<file path="src/rtl/assert_macros.svh">
// Concurrent assertion helpers, compiled out for synthesis.
`ifndef ASSERT_MACROS_SVH
`define ASSERT_MACROS_SVH
`ifndef SYNTHESIS
`define ASSERT_AT(label, clk, rst_n, prop, msg) \
  label: assert property (@(posedge clk) disable iff (!rst_n) prop) else $error(msg);
`define ASSERT_NEVER(label, clk, rst_n, expr, msg) \
  label: assert property (@(posedge clk) disable iff (!rst_n) !(expr)) else $error(msg);
`else
`define ASSERT_AT(label, clk, rst_n, prop, msg)
`define ASSERT_NEVER(label, clk, rst_n, expr, msg)
`endif
`endif

</file>
<file path="src/rtl/clint_pkg.sv">
package clint_pkg;

  typedef enum logic [1:0] {
    OP_READ  = 2'd0,
    OP_WRITE = 2'd1,
    OP_TICK  = 2'd2,
    OP_NOP   = 2'd3
  } opcode_t;

  localparam logic [63:0] OFS_SOFT    = 64'h0000_0000_0000_0000;
  localparam logic [63:0] OFS_COMPARE = 64'h0000_0000_0000_4000;
  localparam logic [63:0] OFS_TIME    = 64'h0000_0000_0000_BFF8;

  localparam logic [3:0] BYTES_WORD  = 4'd4;
  localparam logic [3:0] BYTES_DWORD = 4'd8;

  localparam logic [63:0] COMPARE_RESET = 64'hFFFF_FFFF_FFFF_FFFF;

  // decoded form of one transaction
  typedef struct packed {
    logic rd;        // successful read
    logic wr;        // successful write
    logic tick;
    logic err;
    logic hit_soft;
    logic hit_cmp;
    logic hit_time;
  } dec_t;

endpackage

</file>
<file path="src/rtl/clint_intf.sv">
interface clint_in_if;
  logic        valid;
  logic        ready;
  logic [1:0]  opcode;
  logic [63:0] address;
  logic [3:0]  access_bytes;
  logic [63:0] write_data;

  modport source (output valid, opcode, address, access_bytes, write_data, input ready);
  modport sink   (input valid, opcode, address, access_bytes, write_data, output ready);
endinterface

interface clint_out_if;
  logic        valid;
  logic        ready;
  logic [63:0] read_data;
  logic        access_error;
  logic        software_irq;
  logic        timer_irq;
  logic        irq_any;

  modport source (output valid, read_data, access_error, software_irq, timer_irq, irq_any,
                  input ready);
  modport sink   (input valid, read_data, access_error, software_irq, timer_irq, irq_any,
                  output ready);
endinterface

</file>
<file path="src/rtl/core_local_timer_interruptor_unit.sv">
// Path: an accepted transaction is held in the input register and moves on into the
// result register, which drives the output handshake until the result is taken.
// Throughput: one transaction per cycle; the input register refills while a
// result waits, so the input stalls only when both stages are full and blocked.
// Reset (rst_n low, synchronous): time counter 0, compare all ones, soft bit 0,
// base address 0, both stages empty.
`include "assert_macros.svh"

module core_local_timer_interruptor_unit (
  input  logic        clk,
  input  logic        rst_n,
  input  logic        cfg_we,
  input  logic [63:0] cfg_wdata,
  clint_in_if.sink    in_ch,
  clint_out_if.source out_ch
);
  import clint_pkg::*;

  logic [63:0] base_r;

  logic        s1_valid_r;
  logic [1:0]  s1_op_r;
  logic [63:0] s1_addr_r;
  logic [3:0]  s1_bytes_r;
  logic [63:0] s1_wdata_r;

  logic        out_valid_r;
  logic [63:0] rdata_r;
  logic        err_r;
  logic        sw_r;
  logic        tm_r;

  logic        s1_adv;
  logic        in_acc;
  dec_t        dec;
  logic [63:0] rdata;
  logic        soft_irq;
  logic        timer_irq;

  assign s1_adv      = s1_valid_r && (!out_valid_r || out_ch.ready);
  assign in_ch.ready = !s1_valid_r || s1_adv;
  assign in_acc      = in_ch.valid && in_ch.ready;

  always_ff @(posedge clk) begin
    if (!rst_n) begin
      base_r <= '0;
    end else if (cfg_we) begin
      base_r <= cfg_wdata;
    end
  end

  always_ff @(posedge clk) begin
    if (!rst_n) begin
      s1_valid_r  <= 1'b0;
      out_valid_r <= 1'b0;
    end else begin
      if (in_acc) s1_valid_r <= 1'b1;
      else if (s1_adv) s1_valid_r <= 1'b0;
      if (s1_adv) out_valid_r <= 1'b1;
      else if (out_ch.ready) out_valid_r <= 1'b0;
    end
  end

  always_ff @(posedge clk) begin
    if (in_acc) begin
      s1_op_r    <= in_ch.opcode;
      s1_addr_r  <= in_ch.address;
      s1_bytes_r <= in_ch.access_bytes;
      s1_wdata_r <= in_ch.write_data;
    end
    if (s1_adv) begin
      rdata_r <= rdata;
      err_r   <= dec.err;
      sw_r    <= soft_irq;
      tm_r    <= timer_irq;
    end
  end

  clint_decode u_decode (
    .opcode       (s1_op_r),
    .address      (s1_addr_r),
    .access_bytes (s1_bytes_r),
    .base         (base_r),
    .dec          (dec)
  );

  clint_regs u_regs (
    .clk       (clk),
    .rst_n     (rst_n),
    .upd       (s1_adv),
    .dec       (dec),
    .wdata     (s1_wdata_r),
    .rdata     (rdata),
    .soft_irq  (soft_irq),
    .timer_irq (timer_irq)
  );

  assign out_ch.valid        = out_valid_r;
  assign out_ch.read_data    = rdata_r;
  assign out_ch.access_error = err_r;
  assign out_ch.software_irq = sw_r;
  assign out_ch.timer_irq    = tm_r;
  assign out_ch.irq_any      = sw_r | tm_r;

  `ASSERT_NEVER(a_err_rdata_zero, clk, rst_n, out_valid_r && err_r && |rdata_r, "error with data")
  `ASSERT_AT(a_stall_full, clk, rst_n, !in_ch.ready |-> (s1_valid_r && out_valid_r), "false stall")
  `ASSERT_AT(a_s1_hold, clk, rst_n, (s1_valid_r && !s1_adv) |=> s1_valid_r, "transaction lost")
  `ASSERT_NEVER(a_dec_rdwr, clk, rst_n, s1_valid_r && dec.rd && dec.wr, "read and write")
  `ASSERT_NEVER(a_dec_errtk, clk, rst_n, s1_valid_r && dec.err && dec.tick, "error on tick")
endmodule

</file>
<file path="src/rtl/clint_decode.sv">
module clint_decode (
  input  logic [1:0]      opcode,
  input  logic [63:0]     address,
  input  logic [3:0]      access_bytes,
  input  logic [63:0]     base,
  output clint_pkg::dec_t dec
);
  import clint_pkg::*;

  logic [63:0] offset;
  logic        is_acc;
  logic        is_wr;
  logic        is_tick;
  logic        size_ok;

  assign offset = address - base;

  always_comb begin
    is_acc  = 1'b0;
    is_wr   = 1'b0;
    is_tick = 1'b0;
    unique case (opcode_t'(opcode))
      OP_READ:  is_acc = 1'b1;
      OP_WRITE: begin
        is_acc = 1'b1;
        is_wr  = 1'b1;
      end
      OP_TICK:  is_tick = 1'b1;
      default:  ;
    endcase
  end

  assign dec.tick = is_tick;

  assign dec.hit_soft = (offset == OFS_SOFT);
  assign dec.hit_cmp  = (offset == OFS_COMPARE);
  assign dec.hit_time = (offset == OFS_TIME);

  assign size_ok = (dec.hit_soft && access_bytes == BYTES_WORD) ||
                   ((dec.hit_cmp || dec.hit_time) && access_bytes == BYTES_DWORD);

  assign dec.err = is_acc && !size_ok;
  assign dec.rd  = is_acc && size_ok && !is_wr;
  assign dec.wr  = is_acc && size_ok && is_wr;
endmodule

</file>
<file path="src/rtl/clint_regs.sv">
module clint_regs (
  input  logic            clk,
  input  logic            rst_n,
  input  logic            upd,
  input  clint_pkg::dec_t dec,
  input  logic [63:0]     wdata,
  output logic [63:0]     rdata,
  output logic            soft_irq,
  output logic            timer_irq
);
  import clint_pkg::*;

  logic        soft_r,  soft_nxt;
  logic [63:0] time_r,  time_nxt;
  logic [63:0] cmp_r,   cmp_nxt;

  always_comb begin
    soft_nxt = soft_r;
    time_nxt = time_r;
    cmp_nxt  = cmp_r;
    if (dec.tick) begin
      time_nxt = time_r + 64'd1;
    end else if (dec.wr) begin
      if (dec.hit_soft) soft_nxt = wdata[0];
      if (dec.hit_cmp)  cmp_nxt  = wdata;
      if (dec.hit_time) time_nxt = wdata;
    end
  end

  always_comb begin
    rdata = '0;
    if (dec.rd) begin
      if (dec.hit_soft)      rdata = {63'd0, soft_r};
      else if (dec.hit_cmp)  rdata = cmp_r;
      else if (dec.hit_time) rdata = time_r;
    end
  end

  // levels after this transaction
  assign soft_irq  = soft_nxt;
  assign timer_irq = (time_nxt >= cmp_nxt);

  always_ff @(posedge clk) begin
    if (!rst_n) begin
      soft_r <= 1'b0;
      time_r <= '0;
      cmp_r  <= COMPARE_RESET;
    end else if (upd) begin
      soft_r <= soft_nxt;
      time_r <= time_nxt;
      cmp_r  <= cmp_nxt;
    end
  end
endmodule
</file>
<file path="src/flat_wrapper.sv">
// flat-port wrapper written by rule: the top's interface ports become plain ports
module core_local_timer_interruptor_unit_flat import clint_pkg::*;
  (clk, rst_n, cfg_we, cfg_wdata, in_ch_valid, in_ch_opcode, in_ch_address, in_ch_access_bytes, in_ch_write_data, in_ch_ready, out_ch_valid, out_ch_read_data, out_ch_access_error, out_ch_software_irq, out_ch_timer_irq, out_ch_irq_any, out_ch_ready);
  clint_in_if in_ch_i ();
  clint_out_if out_ch_i ();
  input  logic clk;
  input  logic rst_n;
  input  logic cfg_we;
  input  logic [63:0] cfg_wdata;
  input wire logic [$bits(in_ch_i.valid)-1:0] in_ch_valid;
  input wire logic [$bits(in_ch_i.opcode)-1:0] in_ch_opcode;
  input wire logic [$bits(in_ch_i.address)-1:0] in_ch_address;
  input wire logic [$bits(in_ch_i.access_bytes)-1:0] in_ch_access_bytes;
  input wire logic [$bits(in_ch_i.write_data)-1:0] in_ch_write_data;
  output wire logic [$bits(in_ch_i.ready)-1:0] in_ch_ready;
  output wire logic [$bits(out_ch_i.valid)-1:0] out_ch_valid;
  output wire logic [$bits(out_ch_i.read_data)-1:0] out_ch_read_data;
  output wire logic [$bits(out_ch_i.access_error)-1:0] out_ch_access_error;
  output wire logic [$bits(out_ch_i.software_irq)-1:0] out_ch_software_irq;
  output wire logic [$bits(out_ch_i.timer_irq)-1:0] out_ch_timer_irq;
  output wire logic [$bits(out_ch_i.irq_any)-1:0] out_ch_irq_any;
  input wire logic [$bits(out_ch_i.ready)-1:0] out_ch_ready;
  assign in_ch_i.valid = in_ch_valid;
  assign in_ch_i.opcode = in_ch_opcode;
  assign in_ch_i.address = in_ch_address;
  assign in_ch_i.access_bytes = in_ch_access_bytes;
  assign in_ch_i.write_data = in_ch_write_data;
  assign in_ch_ready = in_ch_i.ready;
  assign out_ch_valid = out_ch_i.valid;
  assign out_ch_read_data = out_ch_i.read_data;
  assign out_ch_access_error = out_ch_i.access_error;
  assign out_ch_software_irq = out_ch_i.software_irq;
  assign out_ch_timer_irq = out_ch_i.timer_irq;
  assign out_ch_irq_any = out_ch_i.irq_any;
  assign out_ch_i.ready = out_ch_ready;
  core_local_timer_interruptor_unit u_core (.clk(clk), .rst_n(rst_n), .cfg_we(cfg_we), .cfg_wdata(cfg_wdata), .in_ch(in_ch_i), .out_ch(out_ch_i));
endmodule
</file>
<file path="config.mk">
export PLATFORM = sky130hd
export DESIGN_NAME = core_local_timer_interruptor_unit_flat
export DESIGN_NICKNAME = d
export VERILOG_FILES = /design/src/rtl/clint_pkg.sv /design/src/rtl/clint_intf.sv /design/src/rtl/core_local_timer_interruptor_unit.sv /design/src/rtl/clint_decode.sv /design/src/rtl/clint_regs.sv /design/src/flat_wrapper.sv
export VERILOG_INCLUDE_DIRS = /design/src /design/src/rtl
export SDC_FILE = /design/constraint.sdc
export NUM_CORES = 1
export LEC_CHECK = 0
export BUFFER_PORTS_ARGS = -buffer_cell sky130_fd_sc_hd__buf_2
export CAP_MARGIN = 20
export CORE_MARGIN = 2
export CORE_UTILIZATION = 35
export DETAILED_ROUTE_END_ITERATION = 12
export HOLD_SLACK_MARGIN = 0.12
export PLACE_DENSITY = 0.54
export SYNTH_ARGS = -nofsm -noshare
export SYNTH_HDL_FRONTEND = slang
export SYNTH_SLANG_ARGS = --single-unit
</file>
<file path="constraint.sdc">
create_clock -name clk -period 6.8 [get_ports clk]
set_clock_uncertainty 0.15 [all_clocks]
set_input_delay 0.68 -clock clk [delete_from_list [all_inputs] [get_ports clk]]
set_output_delay 0.68 -clock clk [all_outputs]
set_load 0.005 [all_outputs]
</file>
# Yosys cells after proc, flatten, opt, wreduce, memory -nomap -nowiden
# Index checks and enable logic that the tools add are counted.
# op_classes
n_lt_le_gt_ge	1
bitwise_logic	2
mux	19
n_addsub	2
n_eq_ne	6
reduce_logical	22
# op_table
operator	n
two-way mux 64 bit	8
adder 64 x 1 -> 64 bit (second input constant)	1
== test 64 x 15 -> 1 bit (second input constant)	1
== test 64 x 16 -> 1 bit (second input constant)	1
>= comparator 64 bit	1
zero test 64 bit	1
subtractor 64 bit	1
two-way mux 1 bit	11
logical AND 1 bit	8
== test 4 x 3 -> 1 bit (second input constant)	1
== test 4 bit (second input constant)	1
zero test 1 bit	4
logical OR 1 bit	4
nonzero test 2 bit	2
OR reduction 2 bit	2
== test 2 x 1 -> 1 bit (second input constant)	1
== test 2 bit (second input constant)	1
zero test 2 bit	1
inverter 1 bit	1
bitwise OR 1 bit	1
# word_totals
out_inout_bits	70
regBits	396
in_bits	203
wordCells	67

# Longest topological paths before layout
# logic_depth
ltp_word	10
depth_mapped	33

# By module
# A second synthesis with hierarchy kept.
# unflattened
hier_cells	2847
area_unflattened_um2	24805.0
# by_module_without_submodules
module	instances	seq_area_each_um2	area_per_inst_um2	cells_per_inst
clint_regs	1	2582.5	11083.1	1611
core_local_timer_interruptor_unit	1	7357.1	8577.0	417
clint_decode	1	0.0	5144.9	819

# Least setup slack after synthesis
# OpenSTA, ideal clock, no wires.
# synth_timing
path_type	register -> register
start	register u_core.s1_addr_r[23]
end	register u_core.tm_r (netlist: u_core.out_ch.timer_irq) (data pin)
path_stages_with_launch	31
t_required_ns	6.389
arrival_time_ns	5.953
slack_ns	0.435
n_path_buf	3
path_cell_list	edfxtp_1 -> ha_1 -> buf_6 -> a21oi_4 -> o21ai_1 -> a21o_1 -> a2111o_1 -> nor3_4 -> nand3_1 -> o311a_1 -> or4_4 -> nor4b_2 -> nand4_1 -> or3_1 -> buf_2 -> clkbuf_1 -> nand2_1 -> a31oi_1 -> ha_1 -> a21o_1 -> a21o_1 -> a21o_1 -> a21o_1 -> a21o_1 -> a211oi_1 -> nor4_1 -> a211oi_1 -> o21ai_0 -> a221oi_1 -> o31a_1 -> o31ai_1
# synth_between
elab_chain_len	10
elab_cells_between_ends	17
# synth_lines
item	line_no	text
start: declaration	core_local_timer_interruptor_unit.sv:23	logic [63:0] s1_addr_r;
start signal: assignment	core_local_timer_interruptor_unit.sv:67	s1_addr_r <= in_ch.address;
subtractor 64 bit (*)	clint_decode.sv:16	assign offset = address - base;
== test 64 x 15 -> 1 bit / == test 64 x 16 -> 1 bit (equally long branches)	clint_decode.sv:36, clint_decode.sv:37	
logical OR 1 bit	clint_decode.sv:40	((dec.hit_cmp || dec.hit_time) && access_bytes == BYTES_DWORD);
logical AND 1 bit	clint_decode.sv:40	
logical OR 1 bit	clint_decode.sv:39	assign size_ok = (dec.hit_soft && access_bytes == BYTES_WORD) ||
logical AND 1 bit (2 in a row)	clint_decode.sv:44	assign dec.wr = is_acc && size_ok && is_wr;
two-way mux 64 bit (*)	clint_regs.sv:23	end else if (dec.wr) begin
two-way mux 64 bit (*)	clint_regs.sv:21	if (dec.tick) begin
via u_core.u_regs.time_nxt[1]	clint_regs.sv:14	logic [63:0] time_r, time_nxt;
>= comparator 64 bit (*)	clint_regs.sv:41	assign timer_irq = (time_nxt >= cmp_nxt);
via u_core.timer_irq	core_local_timer_interruptor_unit.sv:38	logic timer_irq;
end signal: assignment	core_local_timer_interruptor_unit.sv:75	tm_r <= timer_irq;
end: declaration	core_local_timer_interruptor_unit.sv:31	logic tm_r;
# Mark *: on every way through the listed nets, which the timed path passes. The rest lies on a longest branch.
# A chain may end at the register's enable or synchronous reset.

# Worst setup path in the final report
# layout_timing
start	register u_core.s1_addr_r[10]
end	register u_core.tm_r (netlist: u_core.out_ch.timer_irq) (data pin)
# Same word-level chain as after synthesis.

==> metrics.txt <==
outcome=finished, final reports clean; port bufs=272; register area=0.009940 mm^2; final cycle utilization of the critical path=0.9771; vias in the first global route=24.51k; min Tclk post-route=6.644 ns; Post-synth EDFFs=around 200; num rows=98; Max-Cap Viols=0; maximum level of the CTS H-tree=2; Flop pwr share=0.405; crit path kind=register to register; pin count of the biggest net entering global routing=78; Max Clk Rate=~150 MHz; hold path depth=3; Critical Path RT=roughly 7.0 ns; Worst Path Max Fanout=19; maximum vdd drop=between 0.0002 and 0.00025 V; final hold vios=0; Die X=between 200 and 300 um; core area=between 0.07 and 0.08 mm^2; die area=0.07448 mm^2; Worst Hold Class=input port to register; Primary FF master, synth=edfxtp_1; yosys warns=0; sequential area share after synthesis=0.3927; Synth area leader=edfxtp_1; worst r2r path cells=27; unrepaired setup endpoints after global routing=yes; top cells by area, synth=edfxtp_1 (24%), dfxtp_1 (15%), mux2i_1 (7.9%), ha_1 (6.3%), nand2_1 (4.0%); internal power=4.673 mW; latest clock arrival within the worst-skew pair=0.61 ns; Fillers=between 6k and 7k; DR WL/cell=roughly 21 um; Clock transition at path regs=0.06 ns; mean post-synth cell area=slightly above 9 um^2; DR pass1 iterations=6; global-route wire length before repair=142700 um; Clock Tree Buf Depth=3; Pwr Total=~6.6 mW; Post-route DRC=0; #FFs+latches synth=396; critical path data arrival time=about 7 ns; cts bufs inserted=47; multi-input logic area=0.01478 mm^2; Die Y=272.9 um; Crit. End Element=register; Post-Syn Area=0.02531 mm^2; share of cells above drive strength 1=0.2879; TritonCTS clock tree=built; PwrDens=approximately 200 mW/mm^2; Comb pwr share=0.214; Antenna Violating Nets Remaining=0; GP Congestion=about 0.96; Least-Margin Pin Slew=1.085 ns; Final Net Count=3812; Mapped Cells=about 2.8k; Root Buffer=clkbuf_16; synth unique cells=approximately 110; area share of the largest cell type after synthesis=0.2385; Final setup viols=0; switching fraction of total power=0.2931; Antenna diodes=0; clock sinks=396; final wirelength=94170 um; Leak Pwr=14.25 nW; gr usage total=0.2463; Switch Pwr=slightly below 2 mW; Slew Viols, Final=0; Worst setup SP type=register; setup tns final=0 ns; IO Pins=273; initial cell density of the core=0.3541; total grt overflow=0; initial antenna violation count=2; Avg Vias per Cell=5.493; initial DRC count=1540; via count=about 25k; Net Count, Synth=roughly 3.1k; Async S/R FF share, synth=0; Area growth syn-to-layout=33.88%; commonest cells after routing, fill and taps aside=buf_4 (423), buf_2 (270), nand2_1 (269); Util after Layout=0.4740; Slew HR=0.2700; most common cell after layout, fill and taps aside=buf_4; Post-DP HPWL=70890 um; Clock power frac=0.380
final timing paths:
| kind | from | slack (ns) | endpoint |
|---|---|---|---|
| worst max-delay path | u_core.s1_addr_r[10] | 0.16 | u_core.out_ch.timer_irq |
| worst min-delay path | cfg_wdata[4] | 0.15 | u_core.base_r[4] |
| worst max register to register | u_core.s1_addr_r[10] | 0.16 | u_core.out_ch.timer_irq |
| worst min register to register | u_core.base_r[46] | 0.34 | u_core.base_r[46] |
synthesized netlist by cell type, drive strengths merged, types with 6 or more instances:
| cell type | n |
|---|---|
| edfxtp | 201 |
| mux2i | 199 |
| nand4 | 87 |
| nand2 | 273 |
| and2 | 17 |
| xor2 | 16 |
| nor2 | 321 |
| a21oi | 181 |
| a31oi | 38 |
| nor4 | 39 |
| xnor2 | 20 |
| o31ai | 7 |
| a21o | 41 |
| nand2b | 20 |
| ha | 128 |
| o2111ai | 8 |
| o21ai | 138 |
| o211ai | 21 |
| and3 | 23 |
| clkbuf | 104 |
| nor4b | 6 |
| nor2b | 25 |
| and4 | 14 |
| or4 | 10 |
| or2 | 7 |
| a22oi | 72 |
| o221ai | 6 |
| o311ai | 12 |
| a31o | 9 |
| o221a | 7 |
| o21a | 25 |
| a211oi | 29 |
| nor3 | 78 |
| a311oi | 8 |
| o21bai | 14 |
| nand3 | 79 |
| or3 | 17 |
| inv | 104 |
| buf | 82 |
| a221oi | 10 |
| dfxtp | 195 |
| a21boi | 14 |
power groups by stage:
stage / clock network, mW / logic (mW) / registers (mW)
floorplan: 0 / 0.624 / 2.70
global placement: 0 / 1.25 / 2.73
detailed placement: 0 / 1.25 / 2.73
CTS: 2.58 / 1.35 / 2.68
global route: 2.67 / 1.53 / 2.69
finish: 2.51 / 1.42 / 2.68
layout make-up:
type / count / area share
multi-input cells: 2093 / 0.4362
flip-flops and latches: 396 / 0.2933
repair buffers: 839 / 0.1789
clock buffers: 57 / 0.03733
well taps: 950 / 0.03508
inverters: 104 / 0.01163
clock inverters: 30 / 0.007532
flip-flops by register name (all words and copies together) (netlist names):
signal / flops
u_core.base_r: 64
u_core.out_ch.read_data: 64
u_core.s1_addr_r: 64
u_core.s1_wdata_r: 64
u_core.u_regs.cmp_r: 64
u_core.u_regs.time_r: 64
u_core.s1_bytes_r: 4
u_core.s1_op_r: 2
u_core.out_ch.access_error: 1
u_core.out_ch.software_irq: 1
u_core.out_ch.timer_irq: 1
u_core.out_ch.valid: 1
u_core.s1_valid_r: 1
u_core.u_regs.soft_r: 1
cells by family (layout without fill, tap and decap cells):
group	after synthesis	count (layout)	synth area share
AND/OR/NAND/NOR	1039	1039	0.2162
AO/OA/AOI/OAI	688	688	0.1834
flip-flops	396	396	0.3927
buffers and inverters	290	1030	0.05166
multiplexers	202	202	0.08003
adder cells (fa/ha/maj)	128	128	0.06328
XOR/XNOR	36	36	0.01275
critical path, cell delays in order (launching register included):
cell,delay (ns)
edfxtp_1,0.43
ha_4,0.30
buf_6,0.11
nand4_1,0.12
buf_4,0.18
o41ai_4,0.67
a211oi_2,0.23
xnor2_2,0.20
or4bb_1,0.58
nor2_1,0.14
nor4b_4,0.20
nand4_1,0.23
or3_4,0.45
buf_4,0.17
buf_12,0.16
o211a_1,0.22
ha_1,0.28
nor2b_1,0.13
o21ai_1,0.12
nand2b_1,0.09
a21oi_2,0.15
nor2b_1,0.05
o211ai_1,0.23
a31oi_2,0.18
a211oi_2,0.28
buf_4,0.15
o31a_1,0.12
o31ai_1,0.06
per-layer routing:
| metal | GRT usage | vias to the layer above | wire, um |
|---|---|---|---|
| met5 | 0 | - | 0 |
| met4 | 0.07779 | 0 | 2849 |
| met3 | 0.03330 | 166 | 4888 |
| met2 | 0.4408 | 788 | 46690 |
| met1 | 0.3047 | 11854 | 39740 |
| li1 | - | 11739 | - |
metrics by stage:
| stage | hold slack [ns] | instance area [um^2] | setup slack (ns) | cells |
|---|---|---|---|---|
| 5_1_grt | 0.1254 | 33890 | -0.1407 | 4469 |
| 4_1_cts | 0.1201 | 33350 | 0.01736 | 4459 |
| 3_5_place_dp | 0.3316 | 30180 | -0.5678 | 4232 |
| 6_report | 0.1480 | 33890 | 0.1558 | 4469 |
| 3_3_place_gp | 0.3253 | 30180 | -0.3829 | 4232 |
| 2_1_floorplan | 0.3104 | 25310 | 0.4354 | 2779 |
repair_timing:
action | CTS | global route
endpoints found under the hold margin | 129 | 0
setup buffers | 11 | 11
pin swaps | 24 | 67
endpoints found under the setup margin | 1 | 1
resized for setup | 57 | 105
hold buffers | 129 | 0
(Power assumes the default switching activity.)
